[config.mk]
export PLATFORM = sky130hd
export DESIGN_NAME = array_priority_queue
export DESIGN_NICKNAME = d
export VERILOG_FILES = /design/src/design/apq_pkg.sv /design/src/design/apq_ram.sv /design/src/design/array_priority_queue.sv
export SDC_FILE = /design/constraint.sdc
export NUM_CORES = 1
export LEC_CHECK = 0
export BUFFER_PORTS_ARGS = -buffer_cell sky130_fd_sc_hd__buf_2
export CORE_MARGIN = 2
export CORE_UTILIZATION = 30
export CTS_BUF_LIST = sky130_fd_sc_hd__clkbuf_8
export CTS_CLUSTER_SIZE = 20
export DETAILED_ROUTE_END_ITERATION = 10
export GPL_TIMING_DRIVEN = 0
export PLACE_DENSITY = 0.41
export SETUP_SLACK_MARGIN = 0.05
export SYNTH_ARGS = -nofsm -noshare
export SYNTH_HDL_FRONTEND = slang
export SYNTH_SLANG_ARGS = --single-unit
[constraint.sdc]
create_clock -name clk -period 10.6 [get_ports clk]
set_input_delay 1.59 -clock clk [delete_from_list [all_inputs] [get_ports clk]]
set_output_delay 1.59 -clock clk [all_outputs]
set_load 0.02 [all_outputs]
[src/design/apq_pkg.sv]
// apq_pkg: shared constants, request and status codes, and transfer structs
// for the array priority queue. No dependencies.
package apq_pkg;

	localparam int DEPTH     = 16;
	localparam int PRIO_BITS = 8;
	localparam int DATA_W    = 32;
	localparam int IDX_W     = $clog2(DEPTH);
	localparam int CNT_W     = $clog2(DEPTH + 1);

	localparam logic [1:0] REQ_ENQ  = 2'd0;
	localparam logic [1:0] REQ_DEQ  = 2'd1;
	localparam logic [1:0] REQ_PEEK = 2'd2;

	localparam logic [1:0] ST_OK        = 2'd0;
	localparam logic [1:0] ST_OVERFLOW  = 2'd1;
	localparam logic [1:0] ST_UNDERFLOW = 2'd2;

	typedef struct packed {
		logic [1:0]               req_type;
		logic signed [DATA_W-1:0] data_in;
		logic [7:0]               priority_in;
	} req_t;

	typedef struct packed {
		logic [1:0]               status;
		logic signed [DATA_W-1:0] data_out;
		logic [4:0]               occupancy;
	} rsp_t;

	typedef struct packed {
		logic [DATA_W-1:0]    data;
		logic [PRIO_BITS-1:0] prio;
	} entry_t;

endpackage

[src/design/apq_ram.sv]
// apq_ram: generic single write port, single read port RAM with registered
// read data. No dependencies.
module apq_ram #(
	parameter int WIDTH = 8,
	parameter int DEPTH = 16
) (
	input  logic                     clk,
	input  logic                     we,
	input  logic [$clog2(DEPTH)-1:0] waddr,
	input  logic [WIDTH-1:0]         wdata,
	input  logic [$clog2(DEPTH)-1:0] raddr,
	output logic [WIDTH-1:0]         rdata
);

	logic [WIDTH-1:0] mem_q [DEPTH];
	logic [WIDTH-1:0] rdata_q;

	always_ff @(posedge clk) begin
		if (we) begin
			mem_q[waddr] <= wdata;
		end
		rdata_q <= mem_q[raddr];
	end

	assign rdata = rdata_q;

endmodule

[src/design/array_priority_queue.sv]
// array_priority_queue: top level, sequencer around one entry RAM and one
// priority comparator. Depends on apq_pkg and apq_ram.
//
// Requests are taken while busy is low. Enqueue, enqueue on a full queue,
// dequeue or peek on an empty queue and the unused request code give their
// result in the cycle after start. A peek reads every held entry through the
// single RAM read port, one per cycle, before its result is registered. A
// dequeue then moves each entry behind the winner down one place, one per
// cycle. The result is shown on rsp for exactly one cycle while done is high,
// and the receiver cannot stall it.
module array_priority_queue (
	input  logic          clk,
	input  logic          arst_n,
	input  logic          start,
	output logic          busy,
	input  apq_pkg::req_t req,
	output logic          done,
	output apq_pkg::rsp_t rsp
);
	import apq_pkg::*;

	typedef enum logic [1:0] {
		S_IDLE,
		S_SCAN,
		S_SHIFT
	} state_t;

	state_t                 state_q;
	logic [CNT_W-1:0]       count_q;
	logic [IDX_W-1:0]       idx_q;
	logic [IDX_W-1:0]       best_idx_q;
	logic [PRIO_BITS-1:0]   best_prio_q;
	logic [DATA_W-1:0]      best_data_q;
	logic                   deq_q;
	logic                   done_q;
	rsp_t                   rsp_q;

	entry_t                 rd_entry;
	entry_t                 wr_entry;
	logic                   wr_en;
	logic [IDX_W-1:0]       wr_addr;
	logic [IDX_W-1:0]       rd_addr;
	logic                   is_better;
	logic [IDX_W-1:0]       new_best_idx;
	logic [PRIO_BITS-1:0]   new_best_prio;
	logic [DATA_W-1:0]      new_best_data;
	logic                   last_scan;
	logic                   last_shift;
	logic                   need_shift;
	logic                   full;
	logic [CNT_W-1:0]       count_m1;

	assign full     = (count_q == CNT_W'(DEPTH));
	assign count_m1 = count_q - CNT_W'(1);

	// shared comparator: strict compare keeps the earliest of equal priorities
	assign is_better     = (idx_q == '0) || (rd_entry.prio > best_prio_q);
	assign new_best_idx  = is_better ? idx_q : best_idx_q;
	assign new_best_prio = is_better ? rd_entry.prio : best_prio_q;
	assign new_best_data = is_better ? rd_entry.data : best_data_q;

	assign last_scan  = (CNT_W'(idx_q) == count_m1);
	assign need_shift = deq_q && (CNT_W'(new_best_idx) != count_m1);
	assign last_shift = ((CNT_W'(idx_q) + CNT_W'(2)) == count_q);

	always_comb begin
		rd_addr = '0;
		unique case (state_q)
			S_IDLE:  rd_addr = '0;
			S_SCAN:  rd_addr = last_scan ? new_best_idx + IDX_W'(1) : idx_q + IDX_W'(1);
			S_SHIFT: rd_addr = idx_q + IDX_W'(2);
			default: rd_addr = '0;
		endcase
	end

	always_comb begin
		wr_en         = 1'b0;
		wr_addr       = idx_q;
		wr_entry      = rd_entry;
		if (state_q == S_IDLE) begin
			wr_en         = start && (req.req_type == REQ_ENQ) && !full;
			wr_addr       = count_q[IDX_W-1:0];
			wr_entry.data = req.data_in;
			wr_entry.prio = req.priority_in[PRIO_BITS-1:0];
		end else if (state_q == S_SHIFT) begin
			wr_en = 1'b1;
		end
	end

	apq_ram #(
		.WIDTH($bits(entry_t)),
		.DEPTH(DEPTH)
	) u_ram (
		.clk   (clk),
		.we    (wr_en),
		.waddr (wr_addr),
		.wdata (wr_entry),
		.raddr (rd_addr),
		.rdata (rd_entry)
	);

	always_ff @(posedge clk or negedge arst_n) begin
		if (!arst_n) begin
			state_q     <= S_IDLE;
			count_q     <= '0;
			idx_q       <= '0;
			best_idx_q  <= '0;
			best_prio_q <= '0;
			best_data_q <= '0;
			deq_q       <= 1'b0;
			done_q      <= 1'b0;
			rsp_q       <= '0;
		end else begin
			unique case (state_q)
				S_IDLE: begin
					if (start) begin
						unique case (req.req_type) inside
							REQ_ENQ: begin
								done_q         <= 1'b1;
								rsp_q.data_out <= '0;
								if (full) begin
									rsp_q.status    <= ST_OVERFLOW;
									rsp_q.occupancy <= 5'(count_q);
								end else begin
									rsp_q.status    <= ST_OK;
									rsp_q.occupancy <= 5'(count_q + CNT_W'(1));
									count_q         <= count_q + CNT_W'(1);
								end
							end
							REQ_DEQ, REQ_PEEK: begin
								if (count_q == '0) begin
									done_q          <= 1'b1;
									rsp_q.status    <= ST_UNDERFLOW;
									rsp_q.data_out  <= '0;
									rsp_q.occupancy <= '0;
								end else begin
									done_q  <= 1'b0;
									state_q <= S_SCAN;
									idx_q   <= '0;
									deq_q   <= (req.req_type == REQ_DEQ);
								end
							end
							default: begin
								done_q          <= 1'b1;
								rsp_q.status    <= ST_OK;
								rsp_q.data_out  <= '0;
								rsp_q.occupancy <= 5'(count_q);
							end
						endcase
					end else begin
						done_q <= 1'b0;
					end
				end
				S_SCAN: begin
					best_idx_q  <= new_best_idx;
					best_prio_q <= new_best_prio;
					best_data_q <= new_best_data;
					if (last_scan) begin
						if (need_shift) begin
							done_q  <= 1'b0;
							state_q <= S_SHIFT;
							idx_q   <= new_best_idx;
						end else begin
							state_q         <= S_IDLE;
							done_q          <= 1'b1;
							rsp_q.status    <= ST_OK;
							rsp_q.data_out  <= new_best_data;
							rsp_q.occupancy <= 5'(deq_q ? count_m1 : count_q);
							if (deq_q) begin
								count_q <= count_m1;
							end
						end
					end else begin
						done_q <= 1'b0;
						idx_q  <= idx_q + IDX_W'(1);
					end
				end
				S_SHIFT: begin
					idx_q <= idx_q + IDX_W'(1);
					if (last_shift) begin
						state_q         <= S_IDLE;
						done_q          <= 1'b1;
						rsp_q.status    <= ST_OK;
						rsp_q.data_out  <= best_data_q;
						rsp_q.occupancy <= 5'(count_m1);
						count_q         <= count_m1;
					end else begin
						done_q <= 1'b0;
					end
				end
				default: begin
					state_q <= S_IDLE;
					done_q  <= 1'b0;
				end
			endcase
		end
	end

	assign busy = (state_q != S_IDLE);
	assign done = done_q;
	assign rsp  = rsp_q;

	// result strobe only after the sequencer is back in idle
	assert property (@(posedge clk) disable iff (!arst_n) done |-> !busy)
		else $error("result strobe while busy");

	// occupancy never exceeds the array depth
	assert property (@(posedge clk) disable iff (!arst_n) count_q <= CNT_W'(DEPTH))
		else $error("entry count beyond depth");

	// overflow only reported with a full array and no data
	assert property (@(posedge clk) disable iff (!arst_n)
		(done && rsp.status == ST_OVERFLOW) |-> (rsp.occupancy == 5'(DEPTH) && rsp.data_out == '0))
		else $error("overflow without full array");

	// underflow only reported when empty
	assert property (@(posedge clk) disable iff (!arst_n)
		(done && rsp.status == ST_UNDERFLOW) |-> (rsp.occupancy == '0 && rsp.data_out == '0))
		else $error("underflow with entries held");

	// a shift pass only follows a dequeue scan
	assert property (@(posedge clk) disable iff (!arst_n)
		(state_q == S_SHIFT) |-> deq_q)
		else $error("shift without dequeue");

endmodule
; ---- Yosys cells after proc, flatten, opt, wreduce, memory -nomap -nowiden
; Memories as Yosys holds them, arrays and structs flattened. A register that Yosys moved wholly into a read port is not among the register bits.
; Index checks and enable logic that the tools add are counted.
[word_totals]
mem_bits_rw = 640
inputBits = 45
latchBits = 0
regBits = 96
mem_bits_ro = 0
mem_count = 1
word_cells = 101
[mem_list]
columns = name, words, width, read_ports, rd_clocked_by_memory_dff, wr, line
row1 = u_ram.mem_q, 16, 40, 1, 1, 1, apq_ram.sv:15  ; logic [WIDTH-1:0] mem_q [DEPTH];
[op_classes]
mux = 46
n_eq_ne = 17
div_mod_pow = 0
n_shift = 0
bitwise_logic = 1
n_addsub = 6
n_reduce_logical = 18
n_lt_le_gt_ge = 1
n_mul = 0
[ops]
columns = cell, count
row1 = $mux 39, 5
row2 = $pmux 39 s3, 1
row3 = $pmux 39 s2, 1
row4 = $mux 40, 1
row5 = $mux 5, 7
row6 = $mux 32, 1
row7 = $mux 4, 8
row8 = $pmux 5 s3, 1
row9 = $mux 2, 6
row10 = $pmux 4 s3, 1
row11 = $reduce_and 6->1, 2
row12 = $mux 1, 11
row13 = $ne 2x2->1 const B, 5
row14 = $reduce_and 5->1, 2
row15 = $add 4x1->4 const B, 2
row16 = $gt 8x8->1, 1
row17 = $pmux 4 s2, 1
row18 = $ne 3x3->1 const B, 2
row19 = $pmux 2 s3, 1
row20 = $add 4x2->5 const B, 1
row21 = $add 5x1->5 const B, 1
row22 = $eq 4x5->1, 1
row23 = $eq 5x5->1, 1
row24 = $eq 5x5->1 const B, 1
row25 = 19 further kinds, 25

; ---- Longest topological paths before layout
[depth]
depth_word = 8
depth_mapped = 18
depth_no_buf = 16

; ---- By module
; Synthesis repeated with hierarchy kept, for this count alone.
[hier_totals]
hier_cells = 1674
area_unflattened_um2 = 31566.5
[modules_own_cells]
columns = mod, cells_each, n_inst, area_each_um2
row1 = apq_ram, 1040, 1, 25131.6
row2 = array_priority_queue, 634, 1, 6434.9

; ---- Worst setup path before layout
; No wires, ideal clock.
[synth_timing]
path_type = input port to flip-flop
from = input port req[41] in the netlist's numbering
to = memory u_ram.mem_q[1][0] in the netlist's numbering, enable pin
path_slack_ps = 6035
setup_ps = 442
path_stages = 6
n_path_buf = 0
t_arrival_ps = 4123
required_time_ps = 10158
cell_sequence = inv_1 > ha_1 > nand4_1 > o21ai_0 > o21ai_0 > nor2b_1
[synth_via]
elab_chain_cells = 6
[synth_rtl]
columns = element, line
row1 = from (decl), array_priority_queue.sv:16  ; input apq_pkg::req_t req,
row2 = $logic_not 2->1, array_priority_queue.sv:81  ; wr_en = start && (req.req_type == REQ_ENQ) && !full;
row3 = $logic_and 1x1->1 (2 in a row), array_priority_queue.sv:81
row4 = $mux 1, array_priority_queue.sv:80  ; if (state_q == S_IDLE) begin
row5 = $mux 1, apq_ram.sv:19  ; if (we) begin
row6 = $mux 1 (not written as such), apq_ram.sv:20  ; mem_q[waddr] <= wdata;
row7 = to (decl), apq_ram.sv:15
; Every way passes these cells.

; ---- Final worst setup path
[layout_timing]
from = register idx_q[0]
to = register u_ram.rdata_q[19], in the netlist u_ram.rdata[19] (read register of u_ram.mem_q)
[layout_via]
elab_chain_cells = 6
word_cells_on_any_way = 9
[layout_rtl]
columns = element, line
row1 = from (decl), array_priority_queue.sv:30  ; logic [IDX_W-1:0] idx_q;
row2 = from (signal assigned), array_priority_queue.sv:162  ; idx_q <= new_best_idx;
row3 = from (signal assigned), array_priority_queue.sv:175  ; idx_q <= idx_q + IDX_W'(1);
row4 = from (signal assigned), array_priority_queue.sv:179  ; idx_q <= idx_q + IDX_W'(1);
row5 = $logic_not 4->1, array_priority_queue.sv:57  ; assign is_better = (idx_q == '0) || (rd_entry.prio > best_prio_q);
row6 = $logic_or 1x1->1, array_priority_queue.sv:57
row7 = $mux 4, array_priority_queue.sv:58  ; assign new_best_idx = is_better ? idx_q : best_idx_q;
row8 = net new_best_idx[1], array_priority_queue.sv:44  ; logic [IDX_W-1:0] new_best_idx;
row9 = $add 4x1->4, array_priority_queue.sv:70  ; S_SCAN: rd_addr = last_scan ? new_best_idx + IDX_W'(1) : idx_q + IDX_W'(1);
row10 = $mux 4, array_priority_queue.sv:70
row11 = $pmux 4 s2, array_priority_queue.sv:68  ; unique case (state_q)
row12 = to (decl), apq_ram.sv:16  ; logic [WIDTH-1:0] rdata_q;
; The timed path passes the listed nets, and every way through them passes these cells.
; A chain may end at the register's enable or synchronous reset.

==> flow_summary.yaml <==
yosys:
  synth_cell_types: 71
  yosysMostFrequentCell: "edfxtp_1"
  yosys-top-cells-count: "640 x edfxtp_1, 194 x mux2_2, 110 x a22oi_1"
  synth-compound-area-share: 0.1236
  yosys.area_share.xor_xnor: 0.005718
  synthCells: 2101
  synth_edf_count: 640
  synth_top_family_by_area: "compound AO/OA/AOI/OAI gates"
  synthesis.area_mm2: 0.03238
  synth_seq_cells: 776
  yosys.area_share.simple: 0.04370
  async_reset_ff_frac: 0.1237
  yosys.area.top_type: "edfxtp_1"
  yosys.area_share.adder: 0.008500
  postSynthNetCount: 2168
  synth.avg_cell_area_um2: 15.41
  yosysTopAreaCellShare: 0.5934
  synthTopCellsByArea: "edfxtp_1 59%, dfrtp_1 7.4%, mux2_2 6.7%"
  synth.yosys.seq_area_share: 0.6923
  synthMuxAreaShare: 0.09883
  ys_warn_count: 0
  synth-main-ff-cell: "edfxtp_1"
global_route:
  grt_usage: 0.1921
  grt_antenna_before_repair: 6
  grt_pass1_wl_um: 152900
  grt_max_degree: 60
  grt.overflow.total: 0
  grt_pass1_vias: 21333
clock_tree:
  cts_resized: 0
  root_buffer: "clkbuf_8"
  cts_tree: "built"
  postCtsHoldBufs: 0
  cts_sinks: 776
  clk_pin_slew_ns: 0.06
  cts-htree-levels: 4
  insertion_delay_ns: 0.82
  cts_buffer_depth: 3
  cts_setup_buffers: 0
  numCtsBuffers: 140
setup_path:
  worstPathArrival_ns: 6.74
  path_class: "flop to flop"
  r2r-end: "u_ram.rdata[19]"
  crit_path_max_fanout: 10
  reg2reg_slack_ns: 4.59
  cp-end-kind: "flop"
  worstSetupStartpointType: "flop"
  critPathRequiredTime_ns: 11.33
  reg2reg_depth: 17
  r2r-start: "idx_q[0]"
timing:
  finalSetupTns_ns: 0
  worst_pin_slew_ns: 1.206
  fin_crit_sh: 0.5673
  rsz0062_at_grt: "no"
  maxSlewViolCount: 0
  fmax_mhz: 166.3
  finalSetupViolCount: 0
  hold_viol_final: 0
  period_needed_ns: 6.013
  relSlewSlack: 0.1873
  finClkSkew_ns: 0.05281
routing:
  drc: 0
  drtIter0Drc: 2045
  avgRoutedWirePerCell_um: 27.74
  antenna_violating_nets_post_route: 0
  drt-total-wl_um: 107400
  vias: 20757
  first_pass_iters: 8
  post_drt_via_cell_ratio: 5.359
hold_path:
  holdPathStages: 1
  hold_path.startpoint: "best_data_q[8]"
  whs_endpoint: "best_data_q[8]"
  hold_path.class: "flop to flop"
floorplanning:
  die-area_mm2: 0.1106
  initial_core_util: 0.3025
  top_level_ports: 86
  die_h_um: 332.6
  rows: 120
  die-width_um: 332.6
  placeableCoreArea_mm2: 0.1071
finish:
  area_delta_synth_final_pct: 17.16
  ff_latch_area_mm2: 0.02242
  multiInputGateArea_mm2: 0.009200
  fin_nets: 2424
  fin_cells: 3873
  drive_gt1_frac: 0.2499
  fillers: 10379
power:
  p_int_mw: 6.830
  leakage_nw: 13.21
  switching_share: 0.3908
  seq_power_share: 0.384
  p_sw_mw: 4.382
  p_per_area_mw_per_mm2: 295.5
  clkPwrFrac: 0.240
  ir_drop_uv: 128.0
  comb_power_share: 0.376
placement:
  dpl.hpwl_um: 71360
  dp_cells: 3618
  io_buffers: 85
  gp_congestion: 0.8412
job:
  cap_violations: 0
run_status:
  status: "finished, final reports clean"
==> how the worst max path moves through the flow <==
| stage | from | endpoint | slack [ns] |
|---|---|---|---|
| floorplan | req[41] | u_ram.mem_q[1][0] | 6.03 |
| global placement | req[41] | u_ram.mem_q[1][21] | 2.94 |
| detailed placement | idx_q[0] | u_ram.rdata[26] | 4.70 |
| CTS | idx_q[0] | u_ram.rdata[26] | 4.68 |
| global route | idx_q[0] | u_ram.rdata[19] | 4.40 |
| finish | idx_q[0] | u_ram.rdata[19] | 4.59 |
==> cells in the final DEF (no fill, tap or decap), types with 9 or more instances in the layout <==
master,netlist,routed
a21oi_1,27,27
a222oi_1,78,78
a22o_1,40,40
a22oi_1,110,110
a31oi_1,86,86
a32oi_1,42,42
and3_1,43,43
buf_1,12,12
buf_12,0,24
buf_2,48,132
buf_6,9,9
clkbuf_1,103,103
clkbuf_8,0,162
clkinv_1,1,21
dfrtp_1,96,96
dfxtp_1,40,40
edfxtp_1,640,640
ha_1,22,22
inv_1,23,76
mux2_2,194,194
mux2_4,39,39
mux2i_1,43,43
nand2_1,58,58
nand3_1,50,50
nor2_1,79,65
nor2_4,0,14
nor3_1,18,18
o21ai_0,61,59
o41ai_1,36,36
xor2_1,11,11
==> routing by layer <==
layer / share of wire / GRT usage / vias to the layer above
met5: 0 / 0 / -
met4: 0.027 / 0.06538 / 0
li1: - / - / 9098
met1: 0.43 / 0.2553 / 10686
met3: 0.066 / 0.04110 / 173
met2: 0.47 / 0.3109 / 800
==> metrics by stage <==
| step | setup slack [ns] | power, mW | hold WS [ns] | utilization | instance area (µm²) |
|---|---|---|---|---|---|
| 2_1_floorplan | 6.035 | 6.855 | 0.4498 | - | 32380 |
| 3_3_place_gp | 2.941 | 8.499 | 0.4624 | 0.3229 | 34570 |
| 3_5_place_dp | 4.704 | 8.601 | 0.4708 | 0.3294 | 35270 |
| 4_1_cts | 4.675 | 11.34 | 0.4849 | 0.3544 | 37940 |
| 5_1_grt | 4.398 | 11.79 | 0.4910 | 0.3544 | 37940 |
| 6_report | 4.587 | 11.21 | 0.4847 | 0.3544 | 37940 |
==> critical path, stage by stage (launching register included) <==
cell     delay, ns
dfrtp_1       0.43
buf_1         0.41
inv_1         0.27
ha_1          0.27
and2_1        0.19
nor3_4        0.55
mux2i_1       0.52
inv_1         0.09
ha_1          0.29
nand2_1       0.10
o211a_1       0.28
nor2_1        0.56
buf_2         0.44
buf_2         0.46
buf_2         0.36
a22oi_1       0.11
a32oi_1       0.36
mux2_2        0.22
==> area by class of cell <==
type | count | share of cell area
buffer | 175 | 0.02091
clock inverter | 92 | 0.01167
antenna | 1 | 0.00006595
sequential | 776 | 0.5910
timing repair buffer | 114 | 0.02651
tap | 1403 | 0.04627
clock buffer | 162 | 0.05877
inverter | 24 | 0.002374
multi-input combinational | 1126 | 0.2425
==> state kept, by name, summed over array words and instances (netlist names) <==
name,count
best_data_q,32
best_idx_q,4
best_prio_q,8
count_q,5
deq_q,1
done,1
idx_q,4
rsp,39
state_q,2
u_ram.mem_q,640
u_ram.rdata,40
==> power by group through the flow <==
| stage | logic (mW) | registers [mW] | clock network [mW] |
|---|---|---|---|
| 2_1_floorplan | 2.59 | 4.26 | 0 |
| 3_3_place_gp | 4.13 | 4.37 | 0 |
| 3_5_place_dp | 4.23 | 4.37 | 0 |
| 4_1_cts | 4.25 | 4.31 | 2.78 |
| 5_1_grt | 4.54 | 4.34 | 2.91 |
| 6_report | 4.21 | 4.30 | 2.70 |
==> cell families after synthesis <==
group / Yosys count
XOR/XNOR: 19
flip-flops: 776
AND/OR/NAND/NOR: 286
buffers and inverters: 199
multiplexers: 276
AO/OA/AOI/OAI: 523
adder cells (fa/ha/maj): 22
Note: power is estimated with default switching activity, not from simulation.
